[config.mk]
export PLATFORM = sky130hd
export DESIGN_NAME = lora_packet_airtime
export DESIGN_NICKNAME = d
export VERILOG_FILES = /design/src/rtl/lpa_pkg.sv /design/src/rtl/lora_packet_airtime.sv
export SDC_FILE = /design/constraint.sdc
export NUM_CORES = 2
export LEC_CHECK = 0
export ABC_AREA = 1
export ABC_CLOCK_PERIOD_IN_PS = 7600
export BUFFER_PORTS_ARGS = -buffer_cell sky130_fd_sc_hd__buf_2
export CAP_MARGIN = 5
export CORE_ASPECT_RATIO = 0.6
export CORE_MARGIN = 2
export CORE_UTILIZATION = 30
export DETAILED_ROUTE_END_ITERATION = 10
export SLEW_MARGIN = 25
export SYNTH_ARGS = -nofsm -noshare
export SYNTH_HDL_FRONTEND = slang
export SYNTH_SLANG_ARGS = --single-unit
[constraint.sdc]
create_clock -name clock -period 7.6 [get_ports clock]
set_input_delay 1.52 -clock clock [delete_from_list [all_inputs] [get_ports clock]]
set_output_delay 1.52 -clock clock [all_outputs]
set_load 0.02 [all_outputs]
[src/rtl/lpa_pkg.sv]
// Shared widths, register codes and constant tables for the LoRa airtime block.
// No dependencies; imported by lora_packet_airtime.
package lpa_pkg;

   localparam int BW_W      = 19;
   localparam int SF_W      = 4;
   localparam int PRE_W     = 16;
   localparam int CR_W      = 4;
   localparam int LEN_W     = 8;
   localparam int AIR_W     = 48;
   localparam int NSYM_W    = 13;
   localparam int SYMT_W    = 41;   // 65536000 << 15 stays below 2^41
   localparam int TOTAL_W   = 19;   // 4*P + 17 + 4*N
   localparam int RECIP_W   = 17;   // ceil(2^16 / k), k from 1 to 15
   localparam int RECIP_SH  = 16;
   localparam int XQ_W      = 10;   // ceiling-division operand and quotient
   localparam int CNT_W     = 6;
   localparam int ADDR_W    = 4;
   localparam int CSR_W     = 32;

   localparam logic [25:0] SYM_SCALE = 26'd65536000;   // 1000 * 2^16
   localparam logic [SYMT_W-1:0] LDRO_LIMIT = SYMT_W'(16 * 65536);

   localparam logic [BW_W-1:0]  BW_RESET  = 19'd125000;
   localparam logic [SF_W-1:0]  SF_RESET  = 4'd7;
   localparam logic [PRE_W-1:0] PRE_RESET = 16'd8;
   localparam logic [CR_W-1:0]  CR_RESET  = 4'd5;

   localparam logic [NSYM_W-1:0] HDR_SYMS   = 13'd8;
   localparam logic [TOTAL_W-1:0] FIXED_QSYM = 19'd17;   // 4.25 symbols in quarters
   localparam logic [CR_W-1:0]  CR_MIN     = 4'd5;
   localparam logic [9:0]       LEN_OFFSET = 10'd11;

   typedef enum logic [1:0] {
      REG_BANDWIDTH = 2'd0,
      REG_SPREAD    = 2'd1,
      REG_PREAMBLE  = 2'd2,
      REG_CODING    = 2'd3
   } reg_idx_type;

   // ceil(2^16 / k); exact floor division for operands below 2^16 / 15
   function automatic logic [RECIP_W-1:0] recip_lookup(input logic [SF_W-1:0] k);
      logic [RECIP_W-1:0] r;
      case (k)
         4'd1:    r = 17'd65536;
         4'd2:    r = 17'd32768;
         4'd3:    r = 17'd21846;
         4'd4:    r = 17'd16384;
         4'd5:    r = 17'd13108;
         4'd6:    r = 17'd10923;
         4'd7:    r = 17'd9363;
         4'd8:    r = 17'd8192;
         4'd9:    r = 17'd7282;
         4'd10:   r = 17'd6554;
         4'd11:   r = 17'd5958;
         4'd12:   r = 17'd5462;
         4'd13:   r = 17'd5042;
         4'd14:   r = 17'd4682;
         4'd15:   r = 17'd4370;
         default: r = 17'd0;
      endcase
      return r;
   endfunction

endpackage

[src/rtl/lora_packet_airtime.sv]
// LoRa time on air: a pipeline taking one item per cycle unless rsp_tready holds it back.
// Symbol time comes from a bit-serial divider run once per configuration:
// after reset and after every register write, no item is accepted while the load
// step, the 41-step divider and its finishing step complete.
// Reset is synchronous, active high; registers return to 125000 Hz, SF7, 8, 4/5.
// Depends on lpa_pkg.
module lora_packet_airtime (
   input  logic                          clock,
   input  logic                          reset,
   // req_tdata: payload_length[7:0]
   input  logic                          req_tvalid,
   output logic                          req_tready,
   input  logic [7:0]                    req_tdata,
   // rsp_tdata: airtime_q16_ms[47:0], payload_symbols[60:48], low_rate_opt[61],
   //            result_valid[62], zero[63]
   output logic                          rsp_tvalid,
   input  logic                          rsp_tready,
   output logic [63:0]                   rsp_tdata,
   input  logic                          csr_psel,
   input  logic                          csr_penable,
   input  logic                          csr_pwrite,
   input  logic [lpa_pkg::ADDR_W-1:0]    csr_paddr,
   input  logic [lpa_pkg::CSR_W-1:0]     csr_pwdata,
   output logic [lpa_pkg::CSR_W-1:0]     csr_prdata,
   output logic                          csr_pready
);
   import lpa_pkg::*;

   typedef enum logic [1:0] {
      ST_LOAD,
      ST_DIV,
      ST_FIN,
      ST_RUN
   } state_type;

   // configuration registers
   logic [BW_W-1:0]  bw_ff;
   logic [SF_W-1:0]  sf_ff;
   logic [PRE_W-1:0] pre_ff;
   logic [CR_W-1:0]  cr_ff;
   logic             csr_wr;
   reg_idx_type      csr_idx;

   // derived settings
   state_type          state_ff;
   logic [SYMT_W-1:0]  quo_ff;
   logic [BW_W-1:0]    rem_ff;
   logic [CNT_W-1:0]   cnt_ff;
   logic [SYMT_W-1:0]  symt_ff;
   logic               ldro_ff;
   logic [SF_W-1:0]    k_ff;
   logic               kpos_ff;
   logic [RECIP_W-1:0] recip_ff;
   logic [BW_W:0]      trial;
   logic               trial_ge;
   logic [SF_W:0]      k_full;
   logic               ldro_in;

   // pipeline
   logic [6:1]           v_ff;
   logic [7:1]           rdy;
   logic [XQ_W-1:0]      s1_x_ff;
   logic                 s1_pos_ff;
   logic [XQ_W-1:0]      s2_q_ff;
   logic                 s2_pos_ff;
   logic [NSYM_W-1:0]    s3_nsym_ff;
   logic [TOTAL_W-1:0]   s4_total_ff;
   logic [NSYM_W-1:0]    s4_nsym_ff;
   logic [39:0]          s5_plo_ff;
   logic [38:0]          s5_phi_ff;
   logic [NSYM_W-1:0]    s5_nsym_ff;
   logic [AIR_W-1:0]     s6_air_ff;
   logic [NSYM_W-1:0]    s6_nsym_ff;

   logic [9:0]           len_m;
   logic                 s1_pos_in;
   logic [XQ_W:0]        s1_x_wide;
   logic [XQ_W-1:0]      s1_x_in;
   logic [26:0]          s2_prod;
   logic [CR_W-1:0]      cr4;
   logic [13:0]          s3_extra;
   logic [NSYM_W-1:0]    s3_nsym_in;
   logic [TOTAL_W-1:0]   s4_total_in;
   logic [59:0]          s6_full;
   logic [57:0]          s6_quarter;
   logic [AIR_W-1:0]     s6_air_in;
   logic                 cfg_ok;

   // ---------------- configuration port ----------------
   assign csr_pready = 1'b1;
   assign csr_wr     = csr_psel && csr_penable && csr_pwrite && csr_pready;
   assign csr_idx    = reg_idx_type'(csr_paddr[3:2]);

   always_ff @(posedge clock) begin
      if (reset) begin
         bw_ff  <= BW_RESET;
         sf_ff  <= SF_RESET;
         pre_ff <= PRE_RESET;
         cr_ff  <= CR_RESET;
      end else if (csr_wr) begin
         case (csr_idx)
            REG_BANDWIDTH: bw_ff  <= csr_pwdata[BW_W-1:0];
            REG_SPREAD:    sf_ff  <= csr_pwdata[SF_W-1:0];
            REG_PREAMBLE:  pre_ff <= csr_pwdata[PRE_W-1:0];
            REG_CODING:    cr_ff  <= csr_pwdata[CR_W-1:0];
            default:       bw_ff  <= bw_ff;
         endcase
      end
   end

   always_comb begin
      case (csr_idx)
         REG_BANDWIDTH: csr_prdata = CSR_W'(bw_ff);
         REG_SPREAD:    csr_prdata = CSR_W'(sf_ff);
         REG_PREAMBLE:  csr_prdata = CSR_W'(pre_ff);
         REG_CODING:    csr_prdata = CSR_W'(cr_ff);
         default:       csr_prdata = '0;
      endcase
   end

   // ---------------- symbol time divider ----------------
   assign trial    = {rem_ff, quo_ff[SYMT_W-1]};
   assign trial_ge = trial >= {1'b0, bw_ff};
   assign ldro_in  = symt_ff >= LDRO_LIMIT;
   assign k_full   = {1'b0, sf_ff} - {3'b000, ldro_in, 1'b0};

   always_ff @(posedge clock) begin
      if (reset) begin
         state_ff <= ST_LOAD;
      end else if (csr_wr) begin
         state_ff <= ST_LOAD;
      end else begin
         case (state_ff)
            ST_LOAD: begin
               quo_ff   <= SYMT_W'(SYM_SCALE) << sf_ff;
               rem_ff   <= '0;
               cnt_ff   <= CNT_W'(SYMT_W - 1);
               state_ff <= ST_DIV;
            end
            ST_DIV: begin
               // restoring step: shift in one numerator bit, subtract when it fits
               if (trial_ge) begin
                  rem_ff <= BW_W'(trial - {1'b0, bw_ff});
               end else begin
                  rem_ff <= trial[BW_W-1:0];
               end
               quo_ff <= {quo_ff[SYMT_W-2:0], trial_ge};
               cnt_ff <= cnt_ff - CNT_W'(1);
               if (cnt_ff == '0) begin
                  symt_ff  <= {quo_ff[SYMT_W-2:0], trial_ge};
                  state_ff <= ST_FIN;
               end
            end
            ST_FIN: begin
               ldro_ff  <= ldro_in;
               kpos_ff  <= !k_full[SF_W] && (k_full[SF_W-1:0] != '0);
               k_ff     <= k_full[SF_W-1:0];
               recip_ff <= recip_lookup(k_full[SF_W-1:0]);
               state_ff <= ST_RUN;
            end
            ST_RUN: begin
               state_ff <= ST_RUN;
            end
            default: begin
               state_ff <= ST_LOAD;
            end
         endcase
      end
   end

   // ---------------- item pipeline ----------------
   always_comb begin
      rdy[7] = rsp_tready;
      for (int i = 6; i >= 1; i--) begin
         rdy[i] = !v_ff[i] || rdy[i+1];
      end
   end

   assign req_tready = (state_ff == ST_RUN) && rdy[1];

   always_ff @(posedge clock) begin
      if (reset) begin
         v_ff <= '0;
      end else begin
         if (rdy[1]) v_ff[1] <= req_tvalid && req_tready;
         for (int i = 2; i <= 6; i++) begin
            if (rdy[i]) v_ff[i] <= v_ff[i-1];
         end
      end
   end

   // stage 1: ceil(M / k) operand, M = 2*len + 11 - SF
   assign len_m     = {1'b0, req_tdata, 1'b0} + LEN_OFFSET;
   assign s1_pos_in = kpos_ff && (len_m > {6'd0, sf_ff});
   assign s1_x_wide = {1'b0, len_m} - {7'd0, sf_ff} + {7'd0, k_ff} - 11'd1;
   assign s1_x_in   = s1_x_wide[XQ_W-1:0];

   // stage 2: divide by k through its reciprocal
   assign s2_prod = s1_x_ff * recip_ff;

   // stage 3: coded symbol count
   assign cr4        = (cr_ff < CR_MIN) ? CR_MIN : cr_ff;
   assign s3_extra   = s2_q_ff * cr4;
   assign s3_nsym_in = s2_pos_ff ? NSYM_W'(HDR_SYMS + s3_extra) : HDR_SYMS;

   // stage 4: quarter symbols in the packet
   assign s4_total_in = {1'b0, pre_ff, 2'b00} + FIXED_QSYM + {4'd0, s3_nsym_ff, 2'b00};

   // stage 6: join partial products, drop quarters, saturate
   assign s6_full    = {s5_phi_ff, 21'd0} + {20'd0, s5_plo_ff};
   assign s6_quarter = s6_full[59:2];
   assign s6_air_in  = (s6_quarter[57:AIR_W] != '0) ? '1 : s6_quarter[AIR_W-1:0];

   always_ff @(posedge clock) begin
      if (rdy[1]) begin
         s1_x_ff   <= s1_x_in;
         s1_pos_ff <= s1_pos_in;
      end
      if (rdy[2]) begin
         s2_q_ff   <= s2_prod[RECIP_SH +: XQ_W];
         s2_pos_ff <= s1_pos_ff;
      end
      if (rdy[3]) begin
         s3_nsym_ff <= s3_nsym_in;
      end
      if (rdy[4]) begin
         s4_total_ff <= s4_total_in;
         s4_nsym_ff  <= s3_nsym_ff;
      end
      if (rdy[5]) begin
         s5_plo_ff  <= s4_total_ff * symt_ff[20:0];
         s5_phi_ff  <= s4_total_ff * symt_ff[SYMT_W-1:21];
         s5_nsym_ff <= s4_nsym_ff;
      end
      if (rdy[6]) begin
         s6_air_ff  <= s6_air_in;
         s6_nsym_ff <= s5_nsym_ff;
      end
   end

   // zero bandwidth or spreading factor forces an all-zero result
   assign cfg_ok     = (bw_ff != '0) && (sf_ff != '0);
   assign rsp_tvalid = v_ff[6];
   assign rsp_tdata  = cfg_ok ? {2'b01, ldro_ff, s6_nsym_ff, s6_air_ff} : 64'd0;

endmodule

==> results.tsv <==
metric	value	unit
slowest CP cell	edfxtp_1	
Starting Density	30.2	%
WL/cell	16.0	um
CTS Buf Count	41	
die area	0.177	mm^2
first-pass GRT wire length	222000	um
worst r2r src	s4_total_ff[7]	
final setup vio count	0	
Die W	541	um
Avg Cell Area, Syn	8.19	um^2
CTS clk-pin slew, worst paths	0.07	ns
synthesized area	0.0520	mm^2
area delta synth->final	8.45	%
crit-path cells	buf_4 -> nand2_1 -> fa_1 -> inv_1 -> fa_1 -> fa_1 -> inv_1 -> fa_1 -> inv_1 -> fa_1 -> inv_1 -> fa_1 -> inv_1 -> ha_1 -> nand2_1 -> nor2_1 -> nand2_1 -> o21ai_0 -> a21oi_1 -> xnor2_1	
EDFF count, synth	346	
worst skew pair latency	0.65	ns
Root Buffer	clkbuf_16	
Highest Clock Rate	145	MHz
critical path endpoint category	flip-flop	
most used cell, CP	fa_1	
unrepaired setup endpoints after global routing	false	
Cell variety after synth	53	
Crit. Startpoint	s4_total_ff[7]	
Detailed Route Iter0 Violations	3498	
initial antenna violation count	2	
Ys Warns	0	
final wirelength	138000	um
Remaining Overflow, GRT	0	
CP max stage delay	1.01	ns
relative slew slack	27.2	%
number of global-route vias before repair	39500	
Initial DRT Pass Iterations	5	
post-route ant nets	0	
gr usage total	15.9	%
worst hold path type	flip-flop to flip-flop	
maxcap violations	0	
TritonCTS clock tree	yes	
Global Route met2 Usage	21.4	%
fill count	17900	
detailed-route via count	39500	
Yosys reg bits	397	
CTS max path bufs	3	
Die Ht	326	um
Tcrit/Tclk final	90.6	%
layout cells sized above 1	5.07	%
Post-CTS Hold Buffers	0	
post-synthesis sequential area ratio	22.0	%
Slew Viols, Final	0	
post-CTS setup buffers	0	
Req. time, crit path	7.97	ns
commonest non-fill, non-tap cell in the layout	inv_1	
DP HPWL	113000	um
fin crit period	6.88	ns
core area	0.172	mm^2
Most used DFF post-synth	edfxtp_1	
largest net degree at the start of global routing	67	
kind of critical path	flip-flop to flip-flop	
run status	completed	
dpl cells	8551	
Top Usage Layer GRT	met1	
Layout Nets	7548	
I/O pin cnt	150	
CP max FO	19	
final clock skew	0.0666	ns
Setup TNS	0	ns
RePlAce Congestion	0.906	
CP startpoint kind	flip-flop	
Cell Rows	118	
worst path arrival time	7.25	ns
drt drc	0	
CTS Sinks	397	
grt met3 use	4.30	%
Slew @ Worst Pin	1.09	ns
Hold Worst Slack	0.368	ns
post-cts gate resize count	0	
hold_sp	s5_nsym_ff[6]	
Async SR Flop Fraction	0	%
Cell Count, Final, Fillers Out	8634	
H-Tree Depth	2	
Hold Vio Cnt, Final	0	
Mapped Cells	6342	
most frequent cells in the layout	inv_1, nand2_1, fa_1, ha_1, edfxtp_1	
Avg Vias per Cell	4.58	
met1 Use GR	25.0	%
IO buf count	119	
-- sequential cells by signal, indices dropped and copies added, names as in the netlist, 6 cells and up --
signal / flops
rem_ff: 19
s5_plo_ff: 38
symt_ff: 41
recip_ff: 17
pre_ff: 16
quo_ff: 41
s2_q_ff: 10
s4_total_ff: 17
bw_ff: 19
s6_air_ff: 48
s5_phi_ff: 39
s1_x_ff: 10
s3_nsym_ff: 13
s6_nsym_ff: 13
v_ff: 6
cnt_ff: 6
s4_nsym_ff: 13
s5_nsym_ff: 13
-- area by class of cell --
cell class | instances | area, um^2 | share of cell area [%]
multi-input cells | 3888 | 32700 | 58.1
repair buffers | 191 | 1230 | 2.19
clock buffers | 49 | 1120 | 1.98
inverters | 1801 | 6760 | 12.0
flip-flops and latches | 397 | 11400 | 20.2
clock inverters | 27 | 251 | 0.446
diodes | 1 | 2.50 | 0.00444
well taps | 2280 | 2850 | 5.06
-- metrics by stage --
stage	cell area (um^2)	setup WS, ns	util (%)
global route	56400	0.346	32.7
global placement	54800	0.910	31.8
finish	56400	0.717	32.7
CTS	56300	0.821	32.7
floorplan	52000	0.204	-
detailed placement	54900	0.860	31.9
-- Yosys cell counts (4+ instances only) --
library cell  count  area share, %
nor2_2            9           0.11
a21boi_0          6          0.087
nor3_1           31           0.30
dfxtp_1          51            2.0
buf_6             7           0.15
a21oi_1         210            2.0
nand3b_1         11           0.16
inv_2             4          0.029
fa_1            727             28
a31oi_1          23           0.28
nand3_2           8           0.15
clkinv_1          5          0.036
ha_1            450             11
xor2_1           89            1.5
nand2_1        1441             10
nor2_1          335            2.4
o21a_1            6          0.087
clkbuf_1        225            1.6
nand4_1          53           0.64
o21ai_0         186            1.8
a221oi_1          5          0.084
xnor2_1          52           0.88
or2_2             5          0.060
buf_1            11          0.079
buf_2             8          0.077
edfxtp_1        346             20
nor4_1           19           0.23
o211ai_1         16           0.23
buf_4            16           0.23
o21bai_1         12           0.17
nand2_2           5          0.060
nand3_1         101           0.97
nand4_2          20           0.48
o2111ai_1         5          0.084
a21o_1           22           0.32
inv_1          1792             13
-- cell families after synthesis --
group / synth area share (%)
flops: 22.0
xor+xnor: 2.38
buf+inv: 15.2
fa+ha+maj: 38.8
compound gates: 5.36
other cells: 0.0145
simple gates: 16.2
-- path summary, 6_finish.rpt --
check                                      to  cells past startpoint  slack (ns)
worst max register to register  s5_phi_ff[27]                     20        0.72
worst min register to register  s6_nsym_ff[6]                      0        0.37
worst min-delay path            s6_nsym_ff[6]                      0        0.37
worst max-delay path            s5_phi_ff[27]                     20        0.72
-- layer usage --
metal  routed length (um)  share of wire (%)  vias up
met5                    0                  0        -
met4                 1820                1.3        0
met3                14000                 10      123
met2                52500                 38     1408
met1                69700                 51    19300
li1                     -                  -    18700
-- worst max-delay path: cells and delay by family, from the launching register on --
family / cells / cell delay (ns)
adder cells (fa/ha/maj): 7 / 3.39
flip-flops: 1 / 1.01
AO/OA/AOI/OAI: 2 / 0.74
buffers and inverters: 6 / 0.57
XOR/XNOR: 1 / 0.44
AND/OR/NAND/NOR: 4 / 0.43
Power is left out: the tool's default activity adds up to more than one toggle a clock period on the data nets, which glitch-free logic cannot reach.
